## src/hdl/djb2qp_pkg.sv

```systemverilog
// Package for the DJB2 quadratic-probe hash table: sizes, codes and types.
// Depends on nothing; used by every module in hdl.
package djb2qp_pkg;

  localparam int TableDepth = 1024;
  localparam int SlotW      = $clog2(TableDepth);
  localparam int SizeW      = SlotW + 1;
  localparam int KeyBytes   = 12;
  localparam int HashW      = 64;
  localparam logic [HashW-1:0] HashSeed = 64'd5381;
  localparam int HashShift  = 5;

  localparam int InW  = 1 + 32 + 64 + 31 + 16;
  localparam int InTW = ((InW + 7) / 8) * 8;
  localparam int OutW  = 2 + SlotW + 31 + 16;
  localparam int OutTW = ((OutW + 7) / 8) * 8;

  typedef enum logic [1:0] {
    ST_INSERTED  = 2'd0,
    ST_FOUND     = 2'd1,
    ST_NOT_FOUND = 2'd2,
    ST_FULL      = 2'd3
  } status_t;

  typedef enum logic {
    OP_INSERT = 1'b0,
    OP_LOOKUP = 1'b1
  } opcode_t;

  typedef enum logic [2:0] {
    S_CLEAR,
    S_IDLE,
    S_HASH,
    S_MOD,
    S_ADDR,
    S_READ,
    S_CHECK,
    S_OUT
  } state_t;

endpackage

```

## src/hdl/djb2qp_mod.sv

```systemverilog
// Restoring modulo unit: a 64-bit dividend reduced by an 11-bit divisor,
// one quotient bit per cycle. Depends on djb2qp_pkg.
module djb2qp_mod (
  input  logic                          clk,
  input  logic                          rst,
  input  logic                          start,
  input  logic [djb2qp_pkg::HashW-1:0]  dividend,
  input  logic [djb2qp_pkg::SizeW-1:0]  divisor,
  output logic                          done,
  output logic [djb2qp_pkg::SlotW-1:0]  remainder
);
  import djb2qp_pkg::*;

  localparam int CntW = $clog2(HashW + 1);

  logic [HashW-1:0] shreg;
  logic [SizeW:0]   rem;
  logic [SizeW-1:0] dvs;
  logic [CntW-1:0]  count;
  logic             busy;
  logic [SizeW:0]   trial;
  logic [SizeW:0]   diff;

  assign trial = {rem[SizeW-1:0], shreg[HashW-1]};
  assign diff  = trial - {1'b0, dvs};

  always_ff @(posedge clk) begin
    if (rst) begin
      busy  <= 1'b0;
      done  <= 1'b0;
      count <= '0;
    end else begin
      done <= 1'b0;
      if (start) begin
        busy  <= 1'b1;
        count <= CntW'(HashW);
      end else if (busy) begin
        count <= count - 1'b1;
        if (count == CntW'(1)) begin
          busy <= 1'b0;
          done <= 1'b1;
        end
      end
    end
  end

  always_ff @(posedge clk) begin
    if (start) begin
      shreg <= dividend;
      rem   <= '0;
      dvs   <= divisor;
    end else if (busy) begin
      shreg <= {shreg[HashW-2:0], 1'b0};
      rem   <= (trial >= {1'b0, dvs}) ? diff : trial;
    end
  end

  assign remainder = rem[SlotW-1:0];

endmodule

```

## config.mk

```make
export PLATFORM = sky130hd
export DESIGN_NAME = djb2qp_mod
export DESIGN_NICKNAME = d
export VERILOG_FILES = /design/src/hdl/djb2qp_pkg.sv /design/src/hdl/djb2qp_mod.sv
export SDC_FILE = /design/constraint.sdc
export NUM_CORES = 1
export LEC_CHECK = 0
export BUFFER_PORTS_ARGS = -buffer_cell sky130_fd_sc_hd__buf_2
export CORE_MARGIN = 10
export CORE_UTILIZATION = 40
export CTS_CLUSTER_SIZE = 10
export DETAILED_ROUTE_END_ITERATION = 12
export GPL_ROUTABILITY_DRIVEN = 0
export PLACE_DENSITY = 0.63
export SLEW_MARGIN = 15
export SYNTH_ARGS = -nofsm -noshare
export SYNTH_HDL_FRONTEND = slang
export SYNTH_SLANG_ARGS = --single-unit
```

## constraint.sdc

```tcl
create_clock -name clk -period 7.3 [get_ports clk]
set_clock_uncertainty 0.05 [all_clocks]
set_input_delay 2.19 -clock clk [delete_from_list [all_inputs] [get_ports clk]]
set_output_delay 2.19 -clock clk [all_outputs]
set_load 0.01 [all_outputs]
```

# --- Word-level counts from Yosys, hierarchy flattened ---
# Cells that the tools add are included.
classes:
  add_sub_neg: 2
  multipliers: 0
  div_mod_pow: 0
  magnitude_cmp: 1
  eq_ne: 1
  shift: 0
  n_mux: 9
  bitwise_logic: 1
  reduce_logical: 3
op_table:
  columns: ["op", "n"]
  rows:
  - ["$mux 64", 2]
  - ["$mux 7", 2]
  - ["$ge 12x11->1", 1]
  - ["$mux 11", 1]
  - ["$sub 11x11->11", 1]
  - ["$eq 7x1->1 const B", 1]
  - ["$sub 7x1->7 const B", 1]
  - ["$mux 1", 4]
  - ["$reduce_or 3->1", 1]
  - ["$reduce_bool 2->1", 1]
  - ["$reduce_or 2->1", 1]
  - ["$not 1->1", 1]
totals:
  register_bits: 95
  latchBits: 0
  ram_bits: 0
  romBits: 0
  input_bits: 78
  out_inout_bits: 11
  word_cells: 24
  n_memories: 0

# --- Depth between registers and ports, before layout ---
depth:
  word_depth: 4
  depth_mapped: 10
  mapped_depth_nobuf: 9

# --- Worst setup path after synthesis ---
# OpenSTA, ideal clock, no wires.
synth_timing:
  kind: "in2reg"
  startpoint: "input start"
  endpoint: "register shreg[0] (enable)"
  setup_ps: 395
  arrival_ps: 3603
  required_ps: 6855
  setup_slack_ps: 3252
  stages: 3
  path_buffers: 2
  path_cell_list: "clkbuf_1 > clkbuf_1 > or2_2"
synth_via:
  elab_chain_len: 1
synth_lines:
  columns: ["element", "line", "text"]
  rows:
  - ["start: declaration", "djb2qp_mod.sv:6", "input logic start,"]
  - ["$reduce_bool 2->1 (no source line)", null, null]
  - ["end signal: assignment", "djb2qp_mod.sv:49", "shreg <= dividend;"]
  - ["end signal: assignment", "djb2qp_mod.sv:53", "shreg <= {shreg[HashW-2:0], 1'b0};"]
  - ["end: declaration", "djb2qp_mod.sv:16", "logic [HashW-1:0] shreg;"]
# Every way passes these cells.
# A chain may end at the register's enable or synchronous reset.

# --- Final worst setup path ---
layout_timing:
  startpoint: "input start"
  endpoint: "register shreg[14] (enable)"
# Same word-level chain as after synthesis.

==> results by group <==
Status
  • Status: complete, no violations

Floorplan
  • Die height: 127 um
  • Site Rows: 38
  • Core area: 11000 um^2
  • Die width: roughly 130 um
  • Initial Util: approximately two fifths
  • I/O pins: 89
  • Die area: approximately 16000 um^2

Global route
  • Grt total ovfl: 0
  • Vias in the first global route: about 2900
  • Global-route wire length before repair: between 10 and 15 mm
  • Antenna violations before repair: 2
  • Pin count of the biggest net entering global routing: 47
  • Total GRT Usage: between 10% and 20%

Clock tree
  • Clock transition at path regs: approximately 0.070 ns
  • Clock insertion delay at the later pin of the skew report: 0.35 ns
  • Clock Tree Root: clkbuf_16
  • Bufs on Longest Clock Path: 2
  • Setup repair bufs after CTS: 0
  • CTS Buf Count: 9
  • PostCTS Resize Cnt: 0
  • CTS Hold Bufs: 0
  • CTS H-tree lvls: 3
  • CTS tree: yes
  • # clock sinks: 95

Pwr
  • Peak supply drop: approximately 0.00011 V
  • Pwr Density: roughly 250 nW/um^2
  • Leak pwr: 0.00217 uW
  • Overall power: ~1300 uW

Worst setup path
  • CP Max Fanout: 46
  • Critical path required time: 7.24 ns
  • Setup crit end kind: flop
  • Worst-path cell chain: buf_4 > or2_2 > buf_4
  • Critical Path Most Common Cell: buf_4
  • CP arrival: 3.88 ns
  • CP peak stage delay: ~0.7 ns
  • Critical path's slowest cell: or2_2
  • Critical path type: input port to flop
  • Startpoint Class: input port

Place
  • Placed cell areas: around 5100 um^2
  • Placed Instances: ~550
  • Final HPWL DP: 6.48 mm
  • IO Port Bufs: 88

Logic synthesis
  • Flops & latches, synth: 95
  • Synth Instances: between 300 and 400
  • Sequential share of the synthesized area: 58.1%
  • Largest area contributor in the netlist: edfxtp_1
  • Distinct cells, synth: 53
  • Average cell area after synthesis: between 10 and 15 um^2
  • Main area contributors after synthesis: edfxtp_1 (49%), mux2_2 (16%), dfxtp_1 (8.8%)
  • Post-synth EDFFs: 75
  • Synth async-reset ratio: 0%
  • Synth Cell Area: 4560 um^2
  • Synth Net Count: between 400 and 500
  • Most frequent cell after synthesis: edfxtp_1
  • Area share of the largest cell type after synthesis: around half
  • Yosys warns: 0
  • Top FF cell, synth: edfxtp_1
  • Top cells by count, synth: edfxtp_1 (75), mux2_2 (64), nor2_1 (24)

Route
  • Final WL: approximately 9 mm
  • Final ANT Viol Nets: 0
  • Vias per Instance: roughly 5.0
  • Wire length per cell: around 16 um
  • Drt first pass iters: 4
  • Initial DRC count: 88
  • Residual DRC: 0
  • Vias: 2836

Flow run
  • MaxCap Viol Count: 0

STA
  • Unrepaired setup endpoints after global routing: no
  • Max Transition Viols Final: 0
  • Final setup viols: 0
  • Fmax: 0.254 GHz
  • Final hold violation count: 0
  • Final worst path period need: ~3.9 ns
  • Setup TNS: 0 ns
  • Slew @ Worst Pin: between 0.8 and 0.9 ns
  • Slew margin rel.: ~40%
  • Period utilisation layout: 53.9%

Final layout
  • Fin nets: slightly above 500
  • Synthesis-to-finish area growth: 17.2%
  • Design area: between 5000 and 6000 um^2
  • Post-route insts no fill: roughly 560
  • Layout cell share with drive strength beyond 1: around 43%

Min path
  • HP Class: flop to flop
routing by layer:
layer	vias to the layer above	routed length [um]	global-route usage, %
met5	-	7	0
met4	2	68	3.08
met3	8	573	4.58
met2	73	4080	16.6
met1	1337	4240	14.7
li1	1416	-	-
report_power, final:
group | switching, uW | internal, uW
Sequential | 23.2 | 646
Combinational | 101 | 99.9
Clock | 201 | 255
Total | 326 | 1000
layout make-up:
class                      count  area, um^2
inverter                      19        71.3
multi-input combinational    203        1700
sequential                    95        2650
clock inverter                 4        27.5
timing repair buffer          90         458
tap                          140         175
antenna                        1        2.50
clock buffer                  12         259
fill                         968        5640
final timing paths:
path	start	endpoint	slack, ns	cells past startpoint
max reg2reg	shreg[63]$_DFFE_PP_	rem[0]$_SDFFE_PP0P_	4.47	9
min	count[1]$_SDFFE_PP0P_	count[1]$_SDFFE_PP0P_	0.45	2
min reg2reg	count[1]$_SDFFE_PP0P_	count[1]$_SDFFE_PP0P_	0.45	2
max	start	shreg[14]$_DFFE_PP_	3.36	3
critical path, delay by kind of cell:
kind | cells | cell delay (ns)
buffers and inverters | 2 | 0.93
and+or+nand+nor | 1 | 0.70
stage by stage:
step                worst slack [ns]  util, %  hold slack [ns]
floorplan                       3.25        -            0.418
global placement                2.99     46.1            0.431
detailed placement              2.96     46.1            0.440
CTS                             3.33     48.7            0.447
global route                    3.18     48.7            0.479
finish                          3.36     48.7            0.449
cells by family (layout without fill, tap and decap cells):
logic type | Yosys count | in the layout | synth area share, %
AOI/OAI and AO/OA | 43 | 43 | 7.26
muxes | 67 | 67 | 16.4
buffers and inverters | 44 | 125 | 4.61
other | 0 | 1 | 0
xor gates and xnor gates | 9 | 9 | 1.73
and+or+nand+nor | 70 | 70 | 7.84
DFF | 95 | 95 | 58.1
adders and majority gates | 14 | 14 | 4.00
state kept, by name, indices dropped and copies added, names as in the netlist:
register / cells
count: 7
rem: 11
busy: 1
done: 1
shreg: 64
dvs: 11
cell usage in the layout, fill, tap and decap left out, types with 2 or more instances in the layout:
| cell | instances |
|---|---|
| a311oi_1 | 7 |
| mux2i_1 | 3 |
| xnor2_1 | 5 |
| edfxtp_1 | 75 |
| nand3_1 | 2 |
| nor2_1 | 24 |
| a21oi_1 | 4 |
| mux2_2 | 64 |
| ha_1 | 13 |
| clkbuf_16 | 10 |
| inv_1 | 19 |
| a211oi_1 | 3 |
| nor4_1 | 3 |
| buf_2 | 87 |
| or2_2 | 4 |
| and4_1 | 2 |
| o21bai_1 | 2 |
| xor2_1 | 4 |
| nand2_1 | 17 |
| o21ai_0 | 6 |
| buf_4 | 3 |
| or3b_1 | 2 |
| a21o_1 | 3 |
| dfxtp_1 | 20 |
| nand4b_1 | 2 |
| clkinv_2 | 2 |
| nor3_1 | 5 |
| a31oi_1 | 2 |
| nor2b_1 | 2 |
No activity file was read; power rests on OpenSTA's default activity.
